## src/rtl/sgps_pkg.sv

```systemverilog
package sgps_pkg;

  // Default largest byte count of one descriptor.
  localparam int unsigned MAX_CHUNK_DEFAULT = 4194304;

  // Field widths.
  localparam int unsigned TOTAL_W  = 40;
  localparam int unsigned ADDR_W   = 64;
  localparam int unsigned LEN_W    = 27;
  localparam int unsigned CNT_W    = 22;
  localparam int unsigned USED_W   = 16;
  localparam int unsigned STATUS_W = 3;
  localparam int unsigned LIMIT_W  = 16;

  // Descriptor counter carries one sticky bit above the reported width.
  localparam int unsigned DCNT_W = USED_W + 1;

  // Packed stream data widths, padded to whole bytes.
  localparam int unsigned IN_DATA_W  = 136;
  localparam int unsigned OUT_DATA_W = 112;

  // Longest legal segment.
  localparam logic [LEN_W-1:0] SEG_LEN_MAX = 27'd67108864;

  // Reset value of the entry limit register.
  localparam logic [LIMIT_W-1:0] LIMIT_RESET = 16'hFFFF;

  // Input item kinds.
  localparam logic ACT_BEGIN = 1'b0;
  localparam logic ACT_SEG   = 1'b1;

  // Result item kinds.
  localparam logic KIND_DESC = 1'b0;
  localparam logic KIND_DONE = 1'b1;

  // Request status codes.
  localparam logic [STATUS_W-1:0] ST_OK           = 3'd0;
  localparam logic [STATUS_W-1:0] ST_MISALIGNED   = 3'd1;
  localparam logic [STATUS_W-1:0] ST_EXHAUSTED    = 3'd2;
  localparam logic [STATUS_W-1:0] ST_ZERO_ENTRIES = 3'd3;
  localparam logic [STATUS_W-1:0] ST_SHORT        = 3'd4;

  // Commands from the controller to the datapath.
  typedef struct packed {
    logic load_begin;
    logic load_seg;
    logic emit_desc;
    logic mark_exhaust;
    logic emit_done;
  } dp_cmd_t;

  // Status from the datapath to the controller.
  typedef struct packed {
    logic slot_free;
    logic size_zero;
    logic final_chunk;
    logic at_limit;
    logic seg_last;
  } dp_status_t;

endpackage

```

## src/rtl/sgps_ctrl.sv

```systemverilog
module sgps_ctrl (
  input  logic                 clk,
  input  logic                 rst_n,
  input  logic                 in_tvalid,
  input  logic                 in_action,
  output logic                 in_tready,
  input  sgps_pkg::dp_status_t st,
  output sgps_pkg::dp_cmd_t    cmd
);

  typedef enum logic {
    S_IDLE,
    S_SPLIT
  } state_t;

  state_t state_r;
  state_t state_nxt;
  logic   accept;

  assign in_tready = (state_r == S_IDLE);
  assign accept    = in_tvalid && in_tready;

  // Command decode and next state.
  always_comb begin
    cmd          = '0;
    state_nxt    = state_r;
    case (state_r)
      S_IDLE: begin
        cmd.load_begin = accept && (in_action == sgps_pkg::ACT_BEGIN);
        cmd.load_seg   = accept && (in_action == sgps_pkg::ACT_SEG);
        if (cmd.load_seg) begin
          state_nxt = S_SPLIT;
        end
      end
      S_SPLIT: begin
        if (!st.size_zero) begin
          if (st.at_limit) begin
            // The table is full: latch the error and drop the rest.
            cmd.mark_exhaust = 1'b1;
          end else if (st.slot_free) begin
            cmd.emit_desc = 1'b1;
            if (st.final_chunk && !st.seg_last) begin
              state_nxt = S_IDLE;
            end
          end
        end else if (st.seg_last) begin
          if (st.slot_free) begin
            cmd.emit_done = 1'b1;
            state_nxt     = S_IDLE;
          end
        end else begin
          state_nxt = S_IDLE;
        end
      end
      default: begin
        state_nxt = S_IDLE;
      end
    endcase
  end

  // State register.
  always_ff @(posedge clk) begin
    if (!rst_n) begin
      state_r <= S_IDLE;
    end else begin
      state_r <= state_nxt;
    end
  end

endmodule

```

## src/rtl/sgps_dp.sv

```systemverilog
module sgps_dp #(
  parameter int unsigned MAX_CHUNK_BYTES = sgps_pkg::MAX_CHUNK_DEFAULT
) (
  input  logic                            clk,
  input  logic                            rst_n,
  input  sgps_pkg::dp_cmd_t               cmd,
  output sgps_pkg::dp_status_t            st,
  input  logic [sgps_pkg::TOTAL_W-1:0]    in_total_bytes,
  input  logic [sgps_pkg::ADDR_W-1:0]     in_seg_address,
  input  logic [sgps_pkg::LEN_W-1:0]      in_seg_length,
  input  logic                            in_last_segment,
  input  logic                            cfg_valid,
  input  logic [sgps_pkg::LIMIT_W-1:0]    cfg_data,
  output logic                            out_valid,
  input  logic                            out_ready,
  output logic                            out_kind,
  output logic [sgps_pkg::ADDR_W-1:0]     out_desc_address,
  output logic [sgps_pkg::CNT_W-1:0]      out_desc_count_minus_one,
  output logic [sgps_pkg::USED_W-1:0]     out_entries_used,
  output logic [sgps_pkg::STATUS_W-1:0]   out_status,
  output logic                            out_last
);

  localparam logic [sgps_pkg::LEN_W-1:0] MaxChunk = sgps_pkg::LEN_W'(MAX_CHUNK_BYTES);

  // Request state.
  logic [sgps_pkg::LIMIT_W-1:0]  limit_r;
  logic [sgps_pkg::TOTAL_W-1:0]  rem_r;
  logic [sgps_pkg::DCNT_W-1:0]   cnt_r;
  logic [sgps_pkg::STATUS_W-1:0] err_r;

  // Segment being split.
  logic [sgps_pkg::ADDR_W-1:0]   addr_r;
  logic [sgps_pkg::LEN_W-1:0]    size_r;
  logic                          last_r;

  // Output register.
  logic                          out_valid_r;
  logic                          out_kind_r;
  logic [sgps_pkg::ADDR_W-1:0]   out_addr_r;
  logic [sgps_pkg::CNT_W-1:0]    out_cnt_r;
  logic [sgps_pkg::USED_W-1:0]   out_used_r;
  logic [sgps_pkg::STATUS_W-1:0] out_status_r;
  logic                          out_last_r;

  logic                          active;
  logic                          bad_seg;
  logic [sgps_pkg::LEN_W-1:0]    seg_size;
  logic                          final_chunk;
  logic [sgps_pkg::LEN_W-1:0]    chunk;
  logic [sgps_pkg::DCNT_W-1:0]   cnt_inc;
  logic                          at_limit;
  logic                          next_at_limit;
  logic [sgps_pkg::STATUS_W-1:0] done_status;
  logic                          slot_free;

  // Segment checks against the state left by earlier items.
  assign active   = (err_r == sgps_pkg::ST_OK) && (rem_r != '0);
  assign bad_seg  = (in_seg_length > sgps_pkg::SEG_LEN_MAX) || in_seg_address[0];
  assign seg_size = ({13'd0, in_seg_length} < rem_r) ? in_seg_length
                                                      : rem_r[sgps_pkg::LEN_W-1:0];

  // Chunk cut and descriptor counting; the top counter bit sticks once set.
  assign final_chunk   = (size_r <= MaxChunk);
  assign chunk         = final_chunk ? size_r : MaxChunk;
  assign cnt_inc       = {cnt_r[sgps_pkg::USED_W] | (&cnt_r[sgps_pkg::USED_W-1:0]),
                          cnt_r[sgps_pkg::USED_W-1:0] + 16'd1};
  assign at_limit      = !cnt_r[sgps_pkg::USED_W] &&
                         (cnt_r[sgps_pkg::USED_W-1:0] == limit_r);
  assign next_at_limit = !cnt_inc[sgps_pkg::USED_W] &&
                         (cnt_inc[sgps_pkg::USED_W-1:0] == limit_r);

  // Final status of the request at its last segment.
  always_comb begin
    if (err_r != sgps_pkg::ST_OK) begin
      done_status = err_r;
    end else if (cnt_r == '0) begin
      done_status = sgps_pkg::ST_ZERO_ENTRIES;
    end else if (rem_r != '0) begin
      done_status = sgps_pkg::ST_SHORT;
    end else begin
      done_status = sgps_pkg::ST_OK;
    end
  end

  assign slot_free = !out_valid_r || out_ready;

  assign st.slot_free   = slot_free;
  assign st.size_zero   = (size_r == '0);
  assign st.final_chunk = final_chunk;
  assign st.at_limit    = at_limit;
  assign st.seg_last    = last_r;

  // Configuration register.
  always_ff @(posedge clk) begin
    if (!rst_n) begin
      limit_r <= sgps_pkg::LIMIT_RESET;
    end else if (cfg_valid) begin
      limit_r <= cfg_data;
    end
  end

  // Request state updates.
  always_ff @(posedge clk) begin
    if (!rst_n) begin
      rem_r <= '0;
      cnt_r <= '0;
      err_r <= sgps_pkg::ST_OK;
    end else begin
      if (cmd.load_begin) begin
        rem_r <= in_total_bytes;
        cnt_r <= '0;
        err_r <= sgps_pkg::ST_OK;
      end else if (cmd.load_seg && active) begin
        if (bad_seg) begin
          err_r <= sgps_pkg::ST_MISALIGNED;
        end else begin
          rem_r <= rem_r - sgps_pkg::TOTAL_W'(seg_size);
        end
      end else if (cmd.emit_desc) begin
        cnt_r <= cnt_inc;
      end else if (cmd.mark_exhaust) begin
        err_r <= sgps_pkg::ST_EXHAUSTED;
      end else if (cmd.emit_done) begin
        err_r <= done_status;
      end
    end
  end

  // Segment registers.
  always_ff @(posedge clk) begin
    if (!rst_n) begin
      size_r <= '0;
    end else begin
      if (cmd.load_seg) begin
        addr_r <= in_seg_address;
        last_r <= in_last_segment;
        size_r <= (active && !bad_seg) ? seg_size : '0;
      end else if (cmd.emit_desc) begin
        addr_r <= addr_r + sgps_pkg::ADDR_W'(chunk);
        size_r <= size_r - chunk;
      end else if (cmd.mark_exhaust) begin
        size_r <= '0;
      end
    end
  end

  // Output register.
  always_ff @(posedge clk) begin
    if (!rst_n) begin
      out_valid_r <= 1'b0;
    end else if (cmd.emit_desc || cmd.emit_done) begin
      out_valid_r <= 1'b1;
    end else if (out_ready) begin
      out_valid_r <= 1'b0;
    end
  end

  always_ff @(posedge clk) begin
    if (cmd.emit_desc) begin
      out_kind_r   <= sgps_pkg::KIND_DESC;
      out_addr_r   <= addr_r;
      out_cnt_r    <= sgps_pkg::CNT_W'(chunk - 27'd1);
      out_used_r   <= cnt_inc[sgps_pkg::USED_W-1:0];
      out_status_r <= sgps_pkg::ST_OK;
      out_last_r   <= !last_r && (final_chunk || next_at_limit);
    end else if (cmd.emit_done) begin
      out_kind_r   <= sgps_pkg::KIND_DONE;
      out_addr_r   <= '0;
      out_cnt_r    <= '0;
      out_used_r   <= cnt_r[sgps_pkg::USED_W-1:0];
      out_status_r <= done_status;
      out_last_r   <= 1'b1;
    end
  end

  assign out_valid                = out_valid_r;
  assign out_kind                 = out_kind_r;
  assign out_desc_address         = out_addr_r;
  assign out_desc_count_minus_one = out_cnt_r;
  assign out_entries_used         = out_used_r;
  assign out_status               = out_status_r;
  assign out_last                 = out_last_r;

endmodule

```

## src/rtl/scatter_gather_prd_splitter.sv

```systemverilog
// Splits scatter-gather segments into descriptor-table entries. A begin
// item (in_tuser 0) loads the total transfer length. A segment item
// (in_tuser 1) is loaded in the idle state and then cut into descriptors of
// at most MAX_CHUNK_BYTES bytes; the controller cuts one chunk per cycle
// into the single result register while that register is free. When the
// entry limit stops a segment, a further step latches the error. A last
// segment then issues its completion. Any other segment that ends without
// issuing its final descriptor, including one that yields no descriptor at
// all, takes a further step to return to idle. Every descriptor and
// completion also waits while the result register still holds a result the
// output side has not taken. A new item is taken once the previous segment
// has been fully split. The user must write the entry limit on the cfg port
// only between requests; the block itself does not enforce this. The limit
// resets to 65535.
module scatter_gather_prd_splitter #(
  parameter int unsigned MAX_CHUNK_BYTES = sgps_pkg::MAX_CHUNK_DEFAULT
) (
  input  logic                              clk,
  input  logic                              rst_n,
  input  logic                              in_tvalid,
  output logic                              in_tready,
  // total_bytes[39:0], seg_address[103:40], seg_length[130:104], zero pad
  input  logic [sgps_pkg::IN_DATA_W-1:0]    in_tdata,
  // action
  input  logic                              in_tuser,
  input  logic                              in_tlast,
  output logic                              out_tvalid,
  input  logic                              out_tready,
  // desc_address[63:0], desc_count_minus_one[85:64], entries_used[101:86],
  // status[104:102], zero pad
  output logic [sgps_pkg::OUT_DATA_W-1:0]   out_tdata,
  // kind
  output logic                              out_tuser,
  output logic                              out_tlast,
  input  logic                              cfg_valid,
  output logic                              cfg_ready,
  input  logic [sgps_pkg::LIMIT_W-1:0]      cfg_data
);

  sgps_pkg::dp_cmd_t              cmd;
  sgps_pkg::dp_status_t           st;
  logic [sgps_pkg::ADDR_W-1:0]    desc_address;
  logic [sgps_pkg::CNT_W-1:0]     desc_count_minus_one;
  logic [sgps_pkg::USED_W-1:0]    entries_used;
  logic [sgps_pkg::STATUS_W-1:0]  status;

  assign cfg_ready = 1'b1;

  // Request sequencing.
  sgps_ctrl u_ctrl (
    .clk       (clk),
    .rst_n     (rst_n),
    .in_tvalid (in_tvalid),
    .in_action (in_tuser),
    .in_tready (in_tready),
    .st        (st),
    .cmd       (cmd)
  );

  // Length tracking, chunk cutting and result register.
  sgps_dp #(
    .MAX_CHUNK_BYTES (MAX_CHUNK_BYTES)
  ) u_dp (
    .clk                      (clk),
    .rst_n                    (rst_n),
    .cmd                      (cmd),
    .st                       (st),
    .in_total_bytes           (in_tdata[39:0]),
    .in_seg_address           (in_tdata[103:40]),
    .in_seg_length            (in_tdata[130:104]),
    .in_last_segment          (in_tlast),
    .cfg_valid                (cfg_valid),
    .cfg_data                 (cfg_data),
    .out_valid                (out_tvalid),
    .out_ready                (out_tready),
    .out_kind                 (out_tuser),
    .out_desc_address         (desc_address),
    .out_desc_count_minus_one (desc_count_minus_one),
    .out_entries_used         (entries_used),
    .out_status               (status),
    .out_last                 (out_tlast)
  );

  // Pack the result fields.
  assign out_tdata = {7'd0, status, entries_used, desc_count_minus_one, desc_address};

  // A completion always closes the results of its segment.
  a_done_is_last: assert property (@(posedge clk) disable iff (!rst_n)
    (out_tvalid && (out_tuser == sgps_pkg::KIND_DONE)) |-> out_tlast)
    else $error("completion result without last flag");

  // Descriptors carry no status.
  a_desc_status_ok: assert property (@(posedge clk) disable iff (!rst_n)
    (out_tvalid && (out_tuser == sgps_pkg::KIND_DESC)) |->
      (out_tdata[104:102] == sgps_pkg::ST_OK))
    else $error("descriptor with nonzero status");

  // A segment request is split before another request is taken.
  a_seg_blocks_input: assert property (@(posedge clk) disable iff (!rst_n)
    (in_tvalid && in_tready && (in_tuser == sgps_pkg::ACT_SEG)) |=> !in_tready)
    else $error("input taken while a segment is being split");

endmodule
```

## config.mk

```make
export PLATFORM = sky130hd
export DESIGN_NAME = scatter_gather_prd_splitter
export DESIGN_NICKNAME = d
export VERILOG_FILES = /design/src/rtl/sgps_pkg.sv /design/src/rtl/sgps_ctrl.sv /design/src/rtl/sgps_dp.sv /design/src/rtl/scatter_gather_prd_splitter.sv
export SDC_FILE = /design/constraint.sdc
export NUM_CORES = 1
export LEC_CHECK = 0
export ABC_CLOCK_PERIOD_IN_PS = 11450
export BUFFER_PORTS_ARGS = -buffer_cell sky130_fd_sc_hd__buf_4
export CAP_MARGIN = 30
export CORE_MARGIN = 5
export CORE_UTILIZATION = 63
export DETAILED_ROUTE_END_ITERATION = 12
export HOLD_SLACK_MARGIN = 0.02
export PLACE_DENSITY_LB_ADDON = 0.3
export SYNTH_ARGS = -nofsm -noshare
export SYNTH_HDL_FRONTEND = slang
export SYNTH_HIERARCHICAL = 1
export SYNTH_SLANG_ARGS = --single-unit
```

## constraint.sdc

```tcl
create_clock -name clk -period 11.45 [get_ports clk]
set_input_delay 1.145 -clock clk [delete_from_list [all_inputs] [get_ports clk]]
set_output_delay 1.145 -clock clk [all_outputs]
set_load 0.1 [all_outputs]
```

==> metrics.cfg <==
[layout]
antennaDiodeCount=0
area_growth_pct=17.5
final_cell_mix=buf_4, nand2_1, nor2_1, a21oi_1, o21ai_0
fill_cells=2068
mostFrequentLayoutCell=buf_4
layout.nets=2542
drive_gt1_frac=0.163
fin_util=0.749
instances_no_fill=2716
fin_area_mm2=0.0215

[critical_path]
worstPathMaxFanout=32
path_class=flop to flop
cp.required_ns=11.74
start_kind=flop
crit_arrival_ns=7.50
crit_path_end_kind=flop

[clock_tree]
cts_buffers=30
htreeDepth=1
postCtsSetupBuffers=0
clock_sinks=277
cts_tree=done
cts_root_buffer=clkbuf_16
clock_latency_ns=0.58
cts_hold_buf=0
cts_repair_resize_count=0
clkTransAtPathRegs_ns=0.06
clk_path_buf_depth=3

[die]
die_h_um=180
pin_count=276
dieArea_mm2=0.0325
floorplan.rows=62
dieWidth_um=180
core-area_mm2=0.0286
initial_core_util=0.638

[logic_synthesis]
synth_flop_cell=edfxtp_1
ys_types=98
netlist_area_mm2=0.0183
ys.warnings.count=6
ys_ff_latch=277
syn_inst=2123
async_reset_ff_frac=0
ys_seq_area_frac=0.396
syn_area_per_cell_um2=8.60
synth-edff-count=168

[timing]
hold_viol=0
fmax_mhz=139
setup_violations=0
slew-limit-headroom=0.305
worst_slew_pin_slew_ns=1.04
finClkSkew_ns=0.0236
slew_violations=0
totalNegativeSetupSlack_ns=0
rsz0062_at_grt=false
finalCritPeriodShare=0.630
fin_crit_ns=7.22

[global_routing]
antenna_found_initial=1
grt_usage=0.313
grt_pass1_vias=16200
grt_first_pass_wirelength_um=84900
overflow=0
grt_max_degree=96

[drt]
drtIter0Drc=2085
drc_errors=0
via_per_inst=6.24
dr.pass1.iters=5
ant_nets=0
finalWirelength_um=53700
dr_total_vias=16900
wl_per_cell_um=19.8

[placed_design]
dp_cells=2661
io_buffers=262
postPlaceCellArea_mm2=0.0204
dp_hpwl_um=38800
place.gp.congestion=0.950

[power_and_ir_drop]
pwr-share-seq=0.371
powerDensity_mw_per_mm2=152
power.internal_mw=2.09
ir_drop_v=0.000134
combPwrFrac=0.306
sw_frac_of_total=0.361
p_leak_nw=8.63
clockPowerShare=0.323
netSwitchingPower_mw=1.18

[min_path]
worstHoldPathType=flop to flop

[run]
cap_violations=0

[outcome]
run_status=finished, final reports clean

[flip-flops by register name, summed over array words and instances, names as in the netlist, 3 cells and up]
signal,flops
u_dp/limit_r,16
u_dp/cnt_r,17
u_dp/out_desc_address,64
u_dp/size_r,27
u_dp/out_status,3
u_dp/out_desc_count_minus_one,22
u_dp/addr_r,64
u_dp/out_entries_used,16
u_dp/rem_r,40
u_dp/err_r,3
[power by group through the flow]
stage,Sequential (mW),Combinational [mW],Clock [mW]
floorplan,1.46,0.506,0
global placement,1.23,0.964,0
detailed placement,1.23,0.986,0
CTS,1.21,0.992,1.06
global route,1.22,1.07,1.11
finish,1.21,1.00,1.06
[critical path, cell delays in order, from the launching register on]
cell and delay (ns):
dfxtp_1 0.39, or3_1 0.45, or3_1 0.41, nor2_1 0.19
nand4_1 0.17, a21o_1 0.54, inv_2 0.55, and2_1 0.29
ha_1 0.22, inv_1 0.06, fa_1 0.41, nor2b_1 0.15
o21ai_0 0.12, a21boi_0 0.33, o21ai_0 0.19, a21boi_0 0.27
o21ai_0 0.14, a211oi_1 0.45, o21ai_1 0.32, o21a_1 0.53
nor4_1 0.46, xnor2_1 0.18, o21ai_0 0.10
[synth_stat cells, types with 7 or more instances]
library cell  number  area, um2
o21ai_1            7       35.0
mux2i_1           27        270
a21o_1            34        255
o21a_1            13       97.6
inv_1             67        251
ha_1              72        901
nor4_1            30        188
buf_4             13       97.6
o31ai_1           14        105
edfxtp_1         168       5040
nor3b_1            7       52.6
o211ai_1           9       67.6
a31oi_1           12       75.1
xor2_1            60        526
dfxtp_1          109       2180
nand3_1           44        220
a22oi_1            7       52.6
and2_1            95        594
nor2b_1           17        106
o21ai_0          171        856
nor2_1           195        732
nand4_1           26        163
a21oi_1          180        901
a211oi_1          22        165
a311oi_1           8       70.1
and3_1            31        194
nand2_1          250        938
clkbuf_1         111        417
xnor2_1           90        788
or3_1             13       81.3
nor3_1            40        200
nand2b_1          17        106
o21bai_1          10       75.1
[cell families after synthesis]
group	after synthesis	share of synthesized area
AO/OA/AOI/OAI	566	0.195
XOR/XNOR	150	0.0720
adder cells (fa/ha/maj)	78	0.0537
buffers and inverters	205	0.0451
flip-flops	277	0.396
multiplexers	32	0.0181
other	4	0.000822
AND/OR/NAND/NOR	811	0.220
[per-stage QoR]
step                      setup slack (ns)  power (mW)  hold WS [ns]
after global routing                  3.83        3.40         0.528
final                                 4.23        3.27         0.469
after floorplan                       5.31        1.96         0.461
after global placement                4.77        2.19         0.451
after CTS                             4.44        3.26         0.470
after detailed placement              4.56        2.22         0.466
[layout make-up]
cell class | instances | area, um2 | area share
clock buffers | 39 | 815 | 0.0380
clock inverters | 16 | 268 | 0.0125
inverters | 71 | 269 | 0.0125
multi-input cells | 1650 | 10300 | 0.479
flip-flops and latches | 277 | 7230 | 0.337
well taps | 384 | 480 | 0.0224
repair buffers | 279 | 2110 | 0.0986
[path summary, 6_finish.rpt]
| check | from | end | slack, ns | depth (start not counted) |
|---|---|---|---|---|
| worst max-delay path | u_dp/size_r[14] | u_dp/addr_r[50] | 4.23 | 22 |
| worst min-delay path | u_dp/out_kind | u_dp/out_kind | 0.47 | 2 |
| worst max register to register | u_dp/size_r[14] | u_dp/addr_r[50] | 4.23 | 22 |
| worst min register to register | u_dp/out_kind | u_dp/out_kind | 0.47 | 2 |
[layer usage]
layer,part of all wire,GRT usage,up-vias
li1,-,-,7956
met1,0.41,0.434,8021
met2,0.47,0.523,855
met3,0.087,0.0408,115
met4,0.029,0.0838,2
met5,0.00013,0,-
Power figures use the tool's default switching activity.
